**src/sv/atfb_pkg.sv**
```systemverilog
// Shared types and constants for the API transmit frame builder.
package atfb_pkg;

   localparam int unsigned ByteW = 8;
   localparam int unsigned AddrW = 64;
   localparam int unsigned StepW = 5;

   localparam logic [ByteW-1:0] SOF_BYTE      = 8'h7E;
   localparam logic [ByteW-1:0] LEN_HI_BYTE   = 8'h00;
   localparam logic [ByteW-1:0] LEN_BIAS      = 8'd14;
   localparam logic [ByteW-1:0] API_ID_TX_REQ = 8'h10;
   localparam logic [ByteW-1:0] FRAME_ID      = 8'h01;
   localparam logic [ByteW-1:0] NET16_HI      = 8'hFF;
   localparam logic [ByteW-1:0] NET16_LO      = 8'hFE;
   localparam logic [ByteW-1:0] RADIUS_BYTE   = 8'h00;
   localparam logic [ByteW-1:0] OPTIONS_BYTE  = 8'h00;
   localparam logic [ByteW-1:0] CKSUM_BASE    = 8'hFF;

   // Byte positions inside one frame
   localparam logic [StepW-1:0] STEP_SOF        = 5'd0;
   localparam logic [StepW-1:0] STEP_LEN_HI     = 5'd1;
   localparam logic [StepW-1:0] STEP_LEN_LO     = 5'd2;
   localparam logic [StepW-1:0] STEP_API_ID     = 5'd3;
   localparam logic [StepW-1:0] STEP_FRAME_ID   = 5'd4;
   localparam logic [StepW-1:0] STEP_ADDR_FIRST = 5'd5;
   localparam logic [StepW-1:0] STEP_ADDR_LAST  = 5'd12;
   localparam logic [StepW-1:0] STEP_NET_HI     = 5'd13;
   localparam logic [StepW-1:0] STEP_NET_LO     = 5'd14;
   localparam logic [StepW-1:0] STEP_RADIUS     = 5'd15;
   localparam logic [StepW-1:0] STEP_OPTIONS    = 5'd16;
   localparam logic [StepW-1:0] STEP_DATA       = 5'd17;
   localparam logic [StepW-1:0] STEP_CKSUM      = 5'd18;

   // CSR map
   localparam int unsigned CsrAddrW = 4;
   localparam logic [CsrAddrW-1:0] CSR_DEST_ADDRESS = 4'h0;

   // One classified payload word waiting for the serializer
   typedef struct packed {
      logic [ByteW-1:0] payload_byte;
      logic [ByteW-1:0] payload_length;
      logic             with_header;
      logic             frame_done;
      logic [AddrW-1:0] dest_address;
   } atfb_entry_type;

endpackage

```
**src/sv/atfb_if.sv**
```systemverilog
// Valid/ready channel interfaces for payload words and frame bytes.
interface atfb_req_if import atfb_pkg::*; ();
   logic             valid;
   logic             ready;
   logic [ByteW-1:0] payload_byte;
   logic [ByteW-1:0] payload_length;

   modport source (output valid, output payload_byte, output payload_length, input ready);
   modport sink (input valid, input payload_byte, input payload_length, output ready);
endinterface

interface atfb_rsp_if import atfb_pkg::*; ();
   logic             valid;
   logic             ready;
   logic [ByteW-1:0] frame_byte;
   logic             run_last;
   logic             frame_end;

   modport source (output valid, output frame_byte, output run_last, output frame_end,
                   input ready);
   modport sink (input valid, input frame_byte, input run_last, input frame_end,
                 output ready);
endinterface

```
**src/sv/atfb_front.sv**
```systemverilog
// Front end: CSR port, payload position tracking and word classification.
module atfb_front import atfb_pkg::*; (
   input  logic                clock,
   input  logic                reset,
   input  logic                csr_psel,
   input  logic                csr_penable,
   input  logic                csr_pwrite,
   input  logic [CsrAddrW-1:0] csr_paddr,
   input  logic [AddrW-1:0]    csr_pwdata,
   output logic [AddrW-1:0]    csr_prdata,
   output logic                csr_pready,
   input  logic                in_valid,
   input  logic [ByteW-1:0]    in_payload_byte,
   input  logic [ByteW-1:0]    in_payload_length,
   input  logic                queue_full,
   output logic                in_ready,
   output logic                push,
   output atfb_entry_type      push_entry
);

   logic [AddrW-1:0] dest_address_ff, dest_address_in;
   logic [ByteW-1:0] position_ff, position_in;
   logic             csr_write;
   logic             done;

   assign csr_pready = 1'b1;
   assign csr_write  = csr_psel && csr_penable && csr_pwrite && csr_pready
                       && (csr_paddr == CSR_DEST_ADDRESS);
   assign csr_prdata = (csr_paddr == CSR_DEST_ADDRESS) ? dest_address_ff : '0;

   assign in_ready = !queue_full;
   assign push     = in_valid && in_ready;

   // Frame closes once the sent count reaches or passes this word's length
   assign done = ({1'b0, position_ff} + 9'd1) >= {1'b0, in_payload_length};

   always_comb begin
      dest_address_in = csr_write ? csr_pwdata : dest_address_ff;
      position_in     = position_ff;
      if (push) begin
         position_in = done ? '0 : position_ff + 8'd1;
      end
   end

   assign push_entry.payload_byte   = in_payload_byte;
   assign push_entry.payload_length = in_payload_length;
   assign push_entry.with_header    = (position_ff == '0);
   assign push_entry.frame_done     = done;
   assign push_entry.dest_address   = dest_address_ff;

   always_ff @(posedge clock) begin
      if (reset) begin
         dest_address_ff <= '0;
         position_ff     <= '0;
      end else begin
         dest_address_ff <= dest_address_in;
         position_ff     <= position_in;
      end
   end

endmodule

```
**src/sv/atfb_queue.sv**
```systemverilog
// Short register queue between the classifier and the serializer.
module atfb_queue import atfb_pkg::*; #(
   parameter int unsigned Depth = 4
) (
   input  logic           clock,
   input  logic           reset,
   input  logic           push,
   input  atfb_entry_type push_entry,
   input  logic           pop,
   output logic           full,
   output logic           head_valid,
   output atfb_entry_type head_entry
);

   localparam int unsigned PtrW = (Depth > 1) ? $clog2(Depth) : 1;
   localparam int unsigned CntW = $clog2(Depth + 1);
   localparam logic [PtrW-1:0] LastPtr = PtrW'(Depth - 1);
   localparam logic [CntW-1:0] FullCnt = CntW'(Depth);

   atfb_entry_type slot_ff [Depth];
   logic [PtrW-1:0] wr_ptr_ff, wr_ptr_in;
   logic [PtrW-1:0] rd_ptr_ff, rd_ptr_in;
   logic [CntW-1:0] count_ff, count_in;

   assign full       = (count_ff == FullCnt);
   assign head_valid = (count_ff != '0);
   assign head_entry = slot_ff[rd_ptr_ff];

   always_comb begin
      wr_ptr_in = wr_ptr_ff;
      rd_ptr_in = rd_ptr_ff;
      count_in  = count_ff;
      if (push) begin
         wr_ptr_in = (wr_ptr_ff == LastPtr) ? '0 : wr_ptr_ff + 1'b1;
      end
      if (pop) begin
         rd_ptr_in = (rd_ptr_ff == LastPtr) ? '0 : rd_ptr_ff + 1'b1;
      end
      case ({push, pop})
         2'b10:   count_in = count_ff + 1'b1;
         2'b01:   count_in = count_ff - 1'b1;
         default: count_in = count_ff;
      endcase
   end

   always_ff @(posedge clock) begin
      if (push) begin
         slot_ff[wr_ptr_ff] <= push_entry;
      end
   end

   always_ff @(posedge clock) begin
      if (reset) begin
         wr_ptr_ff <= '0;
         rd_ptr_ff <= '0;
         count_ff  <= '0;
      end else begin
         wr_ptr_ff <= wr_ptr_in;
         rd_ptr_ff <= rd_ptr_in;
         count_ff  <= count_in;
      end
   end

endmodule

```
**src/sv/atfb_back.sv**
```systemverilog
// Back end: serializes header, payload and checksum bytes into the output register.
module atfb_back import atfb_pkg::*; (
   input  logic           clock,
   input  logic           reset,
   input  logic           head_valid,
   input  atfb_entry_type head_entry,
   output logic           pop,
   input  logic           out_ready,
   output logic           out_valid,
   output logic [ByteW-1:0] out_frame_byte,
   output logic           out_run_last,
   output logic           out_frame_end
);

   logic [StepW-1:0] step_ff, step_in;
   logic [ByteW-1:0] sum_ff, sum_in;
   logic             valid_ff, valid_in;
   logic [ByteW-1:0] byte_ff, byte_in;
   logic             run_last_ff, run_last_in;
   logic             frame_end_ff, frame_end_in;

   logic [StepW-1:0] cur_step;
   logic [2:0]       addr_idx;
   logic [ByteW-1:0] cur_byte;
   logic             fire;
   logic             last;
   logic             summed;

   // A word without header starts right at its data byte
   assign cur_step = (step_ff == STEP_SOF && !head_entry.with_header) ? STEP_DATA : step_ff;
   assign addr_idx = 3'(STEP_ADDR_LAST - cur_step);
   assign fire     = head_valid && (!valid_ff || out_ready);
   assign last     = (cur_step == STEP_CKSUM)
                     || (cur_step == STEP_DATA && !head_entry.frame_done);
   assign pop      = fire && last;
   assign summed   = (cur_step >= STEP_API_ID) && (cur_step <= STEP_DATA);

   always_comb begin
      case (cur_step)
         STEP_SOF:      cur_byte = SOF_BYTE;
         STEP_LEN_HI:   cur_byte = LEN_HI_BYTE;
         STEP_LEN_LO:   cur_byte = head_entry.payload_length + LEN_BIAS;
         STEP_API_ID:   cur_byte = API_ID_TX_REQ;
         STEP_FRAME_ID: cur_byte = FRAME_ID;
         STEP_NET_HI:   cur_byte = NET16_HI;
         STEP_NET_LO:   cur_byte = NET16_LO;
         STEP_RADIUS:   cur_byte = RADIUS_BYTE;
         STEP_OPTIONS:  cur_byte = OPTIONS_BYTE;
         STEP_DATA:     cur_byte = head_entry.payload_byte;
         STEP_CKSUM:    cur_byte = CKSUM_BASE - sum_ff;
         default:       cur_byte = head_entry.dest_address[{addr_idx, 3'b000} +: ByteW];
      endcase
   end

   always_comb begin
      step_in      = step_ff;
      sum_in       = sum_ff;
      valid_in     = valid_ff && !out_ready;
      byte_in      = byte_ff;
      run_last_in  = run_last_ff;
      frame_end_in = frame_end_ff;
      if (fire) begin
         step_in      = last ? STEP_SOF : cur_step + 1'b1;
         valid_in     = 1'b1;
         byte_in      = cur_byte;
         run_last_in  = last;
         frame_end_in = (cur_step == STEP_CKSUM);
         if (cur_step == STEP_SOF || cur_step == STEP_CKSUM) begin
            sum_in = '0;
         end else if (summed) begin
            sum_in = sum_ff + cur_byte;
         end
      end
   end

   assign out_valid      = valid_ff;
   assign out_frame_byte = byte_ff;
   assign out_run_last   = run_last_ff;
   assign out_frame_end  = frame_end_ff;

   always_ff @(posedge clock) begin
      if (reset) begin
         step_ff  <= STEP_SOF;
         sum_ff   <= '0;
         valid_ff <= 1'b0;
      end else begin
         step_ff  <= step_in;
         sum_ff   <= sum_in;
         valid_ff <= valid_in;
      end
   end

   always_ff @(posedge clock) begin
      byte_ff      <= byte_in;
      run_last_ff  <= run_last_in;
      frame_end_ff <= frame_end_in;
   end

endmodule

```
**src/sv/api_transmit_frame_builder_unit.sv**
```systemverilog
// Top level of the API transmit-request frame builder.
// Usage:
//   req_chan carries payload words (payload_byte, payload_length), one per frame
//   byte, each tagged with its frame's payload length. rsp_chan carries the
//   serialized frame one byte per word, with run_last on the final byte caused
//   by a payload word and frame_end on the checksum byte.
//   The first payload word of a frame yields 17 header bytes plus its data byte,
//   18 words, or 19 when it also closes the frame; later words yield one byte,
//   or two with the checksum. The serializer emits one byte per cycle while
//   the receiver keeps rsp_chan.ready high.
//   The first byte passes through a queue slot and then the output register
//   before it shows on rsp_chan.
//   A queue of QueueDepth classified words lets the input keep flowing while the
//   serializer works through a header or the receiver stalls; once it fills,
//   req_chan.ready drops until the serializer retires a word.
//   The destination address is written over csr_ at byte address 0 and is
//   sampled when the first word of a frame is accepted.
//   Reset clears the address, starts a new frame and empties the queue and
//   the output register.
module api_transmit_frame_builder_unit import atfb_pkg::*; #(
   parameter int unsigned QueueDepth = 4
) (
   input  logic                clock,
   input  logic                reset,
   atfb_req_if.sink            req_chan,
   atfb_rsp_if.source          rsp_chan,
   input  logic                csr_psel,
   input  logic                csr_penable,
   input  logic                csr_pwrite,
   input  logic [CsrAddrW-1:0] csr_paddr,
   input  logic [AddrW-1:0]    csr_pwdata,
   output logic [AddrW-1:0]    csr_prdata,
   output logic                csr_pready
);

   logic           queue_full;
   logic           push;
   logic           pop;
   logic           head_valid;
   atfb_entry_type push_entry;
   atfb_entry_type head_entry;

   atfb_front u_front (
      .clock             (clock),
      .reset             (reset),
      .csr_psel          (csr_psel),
      .csr_penable       (csr_penable),
      .csr_pwrite        (csr_pwrite),
      .csr_paddr         (csr_paddr),
      .csr_pwdata        (csr_pwdata),
      .csr_prdata        (csr_prdata),
      .csr_pready        (csr_pready),
      .in_valid          (req_chan.valid),
      .in_payload_byte   (req_chan.payload_byte),
      .in_payload_length (req_chan.payload_length),
      .queue_full        (queue_full),
      .in_ready          (req_chan.ready),
      .push              (push),
      .push_entry        (push_entry)
   );

   atfb_queue #(
      .Depth (QueueDepth)
   ) u_queue (
      .clock      (clock),
      .reset      (reset),
      .push       (push),
      .push_entry (push_entry),
      .pop        (pop),
      .full       (queue_full),
      .head_valid (head_valid),
      .head_entry (head_entry)
   );

   atfb_back u_back (
      .clock          (clock),
      .reset          (reset),
      .head_valid     (head_valid),
      .head_entry     (head_entry),
      .pop            (pop),
      .out_ready      (rsp_chan.ready),
      .out_valid      (rsp_chan.valid),
      .out_frame_byte (rsp_chan.frame_byte),
      .out_run_last   (rsp_chan.run_last),
      .out_frame_end  (rsp_chan.frame_end)
   );

endmodule

```
**src/flat_wrapper.sv**
```systemverilog
// flat-port wrapper written by rule: the top's interface ports become plain ports
module api_transmit_frame_builder_unit_flat import atfb_pkg::*;
#(
   parameter int unsigned QueueDepth = 4
)
  (clock, reset, csr_psel, csr_penable, csr_pwrite, csr_paddr, csr_pwdata, csr_prdata, csr_pready, req_chan_valid, req_chan_payload_byte, req_chan_payload_length, req_chan_ready, rsp_chan_valid, rsp_chan_frame_byte, rsp_chan_run_last, rsp_chan_frame_end, rsp_chan_ready);
  atfb_req_if req_chan_i ();
  atfb_rsp_if rsp_chan_i ();
  input  logic clock;
  input  logic reset;
  input  logic csr_psel;
  input  logic csr_penable;
  input  logic csr_pwrite;
  input  logic [CsrAddrW-1:0] csr_paddr;
  input  logic [AddrW-1:0] csr_pwdata;
  output logic [AddrW-1:0] csr_prdata;
  output logic csr_pready;
  input wire logic [$bits(req_chan_i.valid)-1:0] req_chan_valid;
  input wire logic [$bits(req_chan_i.payload_byte)-1:0] req_chan_payload_byte;
  input wire logic [$bits(req_chan_i.payload_length)-1:0] req_chan_payload_length;
  output wire logic [$bits(req_chan_i.ready)-1:0] req_chan_ready;
  output wire logic [$bits(rsp_chan_i.valid)-1:0] rsp_chan_valid;
  output wire logic [$bits(rsp_chan_i.frame_byte)-1:0] rsp_chan_frame_byte;
  output wire logic [$bits(rsp_chan_i.run_last)-1:0] rsp_chan_run_last;
  output wire logic [$bits(rsp_chan_i.frame_end)-1:0] rsp_chan_frame_end;
  input wire logic [$bits(rsp_chan_i.ready)-1:0] rsp_chan_ready;
  assign req_chan_i.valid = req_chan_valid;
  assign req_chan_i.payload_byte = req_chan_payload_byte;
  assign req_chan_i.payload_length = req_chan_payload_length;
  assign req_chan_ready = req_chan_i.ready;
  assign rsp_chan_valid = rsp_chan_i.valid;
  assign rsp_chan_frame_byte = rsp_chan_i.frame_byte;
  assign rsp_chan_run_last = rsp_chan_i.run_last;
  assign rsp_chan_frame_end = rsp_chan_i.frame_end;
  assign rsp_chan_i.ready = rsp_chan_ready;
  api_transmit_frame_builder_unit #(.QueueDepth(QueueDepth)) u_core (.clock(clock), .reset(reset), .req_chan(req_chan_i), .rsp_chan(rsp_chan_i), .csr_psel(csr_psel), .csr_penable(csr_penable), .csr_pwrite(csr_pwrite), .csr_paddr(csr_paddr), .csr_pwdata(csr_pwdata), .csr_prdata(csr_prdata), .csr_pready(csr_pready));
endmodule
```
**config.mk**
```make
export PLATFORM = sky130hd
export DESIGN_NAME = api_transmit_frame_builder_unit_flat
export DESIGN_NICKNAME = d
export VERILOG_FILES = /design/src/sv/atfb_pkg.sv /design/src/sv/atfb_if.sv /design/src/sv/atfb_front.sv /design/src/sv/atfb_queue.sv /design/src/sv/atfb_back.sv /design/src/sv/api_transmit_frame_builder_unit.sv /design/src/flat_wrapper.sv
export SDC_FILE = /design/constraint.sdc
export NUM_CORES = 1
export LEC_CHECK = 0
export BUFFER_PORTS_ARGS = -buffer_cell sky130_fd_sc_hd__buf_4
export CORE_MARGIN = 2
export CORE_UTILIZATION = 45
export CTS_BUF_LIST = sky130_fd_sc_hd__clkbuf_8
export DETAILED_ROUTE_END_ITERATION = 10
export GPL_ROUTABILITY_DRIVEN = 0
export SLEW_MARGIN = 20
export SYNTH_ARGS = -nofsm -noshare
export SYNTH_HDL_FRONTEND = slang
export SYNTH_SLANG_ARGS = --single-unit
export TNS_END_PERCENT = 30
```
**constraint.sdc**
```tcl
create_clock -name clock -period 6.1 [get_ports clock]
set_clock_uncertainty 0.1 [all_clocks]
set_input_delay 0.915 -clock clock [delete_from_list [all_inputs] [get_ports clock]]
set_output_delay 0.915 -clock clock [all_outputs]
set_load 0.01 [all_outputs]
```
==> flow_summary.yaml <==
route:
  drt-initial-drc-count: 863
  ant_nets: 0
  remaining_drc_errors: 0
  vias: 11900
  wire_per_inst_um: 20.0
  drt_first_pass_iters: 5
  drt-total-wl_um: 44000
  viasPerCell: 5.39
sta:
  fmaxAchievable_mhz: 181
  period_needed_ns: 5.53
  relSlewSlack: 0.273
  rsz0062_at_grt: "false"
  setup_tns_ns: 0
  fin_crit_sh: 0.906
  worst_pin_slew_ns: 1.09
  setup-violations-final: 0
  hold_viol: 0
  final-max-slew-violation-count: 0
clock_tree:
  cts_buffers: 71
  h-tree-depth: 3
  clock-sinks: 433
  cts_buffer_depth: 3
  cts_tree: "done"
  hold_buffers: 0
  cts_root_buf: "clkbuf_8"
  path_clk_slew_ns: 0.06
  clk_latency_ns: 0.62
  post_cts_buffers: 0
  cts_resized: 0
final_layout:
  nets: 1740
  fillCellCount: 3364
  multiInputGateArea_mm2: 0.00550
  drive_gt1_frac: 0.201
  final_core_util: 0.535
  n_antenna_cell: 0
  area_growth_syn_to_layout_pct: 17.8
  ff_latch_area_mm2: 0.0121
floorplan:
  core_mm2: 0.0395
  io_pins: 168
  rows: 73
  die-area_mm2: 0.0415
  start_util: 0.454
  die_w_um: 204
  chipHeight_um: 204
synth:
  syn_nets: 1565
  syn_area_mm2: 0.0180
  ys_warn_count: 0
  ys_async_sr_fraction: 0
  synth_cell_types: 63
  netlist_instances: 1443
  synth_ff_type: "edfxtp_1"
  avgSynthCellArea_um2: 12.5
  synth_seq_cells: 433
  yosysSeqAreaShare: 0.671
  synth_edf_count: 338
flow_run:
  max-cap-violations: 0
power_and_ir_drop:
  seq_power_share: 0.405
  clkPwrFrac: 0.286
  p_leak_nw: 7.77
  powerDensity_mw_per_mm2: 415
  swShare: 0.344
  vdd_ir_drop_max_uv: 473
  p_switching_mw: 3.02
  intPower_mw: 5.75
  combPwrFrac: 0.309
global_routing:
  grt_pass1_wl_um: 67300
  first_global_vias: 11600
  grt-ovfl-total: 0
  grt_usage: 0.213
  antenna_found_initial: 0
  grt_max_degree: 100
critical_path:
  cp.arrival_ns: 5.94
  endpoint_kind: "register"
  required_ns: 6.51
  worst-path-buf-inv: 1
  cp-start-kind: "register"
  critPathKind: "register to register"
  critPathTopFamily: "simple AND/OR/NAND/NOR gates"
  max_stage_delay_ns: 0.62
  slowest_stage: "or4_1"
  crit_fanout: 15
  path_cells: "or4_1, o21bai_4, buf_4, ha_1, and3_1, ha_1, a2111oi_4, nand3_1, a31oi_1, and3_1, or4_1, ha_1, a21oi_1, o21ai_0, a21oi_1, o21bai_1, a21oi_1, and3b_1, or4b_1, a31oi_1"
place:
  dp_hpwl_um: 27700
  io_buffers: 166
worst_hold_path:
  hold_path_class: "register to register"
run_status:
  status: "complete, no violations"
## metrics by stage
stage / hold slack [ns] / cells / area [µm²] / setup slack, ns / power, mW
after floorplan: 0.349 / 1443 / 18000 / 0.521 / 5.48
after global placement: 0.363 / 2070 / 19700 / 0.810 / 6.29
after detailed placement: 0.373 / 2070 / 19700 / 0.660 / 6.32
after CTS: 0.381 / 2200 / 21200 / 0.602 / 8.85
after global routing: 0.386 / 2200 / 21200 / 0.185 / 9.29
final: 0.378 / 2200 / 21200 / 0.574 / 8.78
## cell usage after synthesis, types with 3 or more instances
master     number  area [µm²]
nor3_1         15        75.1
xor2_1          8        70.1
edfxtp_1      338       10100
nand3_1        79         395
o2111ai_1       3        26.3
mux4_2         25         563
a31oi_1        10        62.6
a21oi_1       102         510
a32oi_1        14         123
dfxtp_1        95        1900
a21o_1          8        60.1
buf_1           6        22.5
o21ai_0        15        75.1
and2_1         69         432
o21bai_1        5        37.5
clkbuf_1       62         233
mux2i_1        23         230
and3_1         10        62.6
or3_1           5        31.3
nand4_1        26         163
nor2b_1        10        62.6
or4_1           3        22.5
nor2_1         22        82.6
buf_2          15        75.1
o211ai_1       11        82.6
ha_1           29         363
inv_1          27         101
a22oi_1         3        22.5
nand2_1       339        1270
nor4_1          6        37.5
o22ai_1         6        37.5
xnor2_1        11        96.3
mux4_1          5         131
nand2b_1        3        18.8
## tightest hold or removal path, delay by kind of cell (launching register included)
kind / cells / cell delay (ns)
AND/OR/NAND/NOR: 1 / 0.06
AO/OA/AOI/OAI: 1 / 0.05
flip-flops: 1 / 0.32
## sequential cells by signal (all words and copies together) (netlist names), named ones only
signal	count
u_core.u_queue.slot_ff	328
u_core.u_front.dest_address_ff	64
u_core.u_back.out_frame_byte	8
u_core.u_back.sum_ff	8
u_core.u_front.position_ff	8
u_core.u_back.step_ff	5
u_core.u_queue.count_ff	3
u_core.u_queue.rd_ptr_ff	2
u_core.u_queue.wr_ptr_ff	2
u_core.u_back.out_frame_end	1
u_core.u_back.out_run_last	1
u_core.u_back.out_valid	1
## cells by family after synthesis
logic type | after synthesis | share of synthesized area
mux | 54 | 0.0521
simple gates | 600 | 0.154
xor+xnor | 19 | 0.00926
flops | 433 | 0.671
fa+ha+maj | 31 | 0.0224
other cells | 1 | 0.000209
compound gates | 190 | 0.0651
buf+inv | 115 | 0.0259
## final timing paths
check | cells past startpoint | to | slack [ns] | start
worst max-delay path | 20 | u_core.u_back.sum_ff[7] | 0.57 | u_core.u_back.step_ff[1]
worst min-delay path | 2 | u_core.u_back.out_valid | 0.38 | u_core.u_back.out_valid
worst max register to register | 20 | u_core.u_back.sum_ff[7] | 0.57 | u_core.u_back.step_ff[1]
worst min register to register | 2 | u_core.u_back.out_valid | 0.38 | u_core.u_back.out_valid
## routing by layer
layer / vias to the layer above / track usage / routed length, µm
met5: - / 0 / 0
met4: 0 / 0.0727 / 1190
met3: 85 / 0.0384 / 2570
met2: 390 / 0.338 / 20600
met1: 5799 / 0.298 / 19600
li1: 5588 / - / -
## cell type report
class | count | area share
flip-flops and latches | 433 | 0.569
multi-input cells | 895 | 0.260
repair buffers | 188 | 0.0673
clock buffers | 78 | 0.0507
well taps | 525 | 0.0310
clock inverters | 52 | 0.0164
inverters | 29 | 0.00514
## cell usage in the layout, fill, tap and decap left out, drive strengths merged, types with 14 or more instances in the layout
cell    instances
edfxtp        338
a32oi          14
nand3          79
ha             29
dfxtp          95
mux4           30
and2           70
nand4          26
nor3           17
buf           188
clkbuf         78
inv            48
a21oi         102
clkinv         26
nor2           22
nand2         339
o21ai          17
mux2i          23
## power groups by stage
stage / combinational [mW] / clock [mW] / sequential, mW
after floorplan: 1.89 / 0 / 3.58
after global placement: 2.68 / 0 / 3.61
after detailed placement: 2.70 / 0 / 3.61
after CTS: 2.72 / 2.58 / 3.55
after global routing: 3.00 / 2.72 / 3.57
final: 2.71 / 2.51 / 3.55
(Power assumes the default switching activity.)
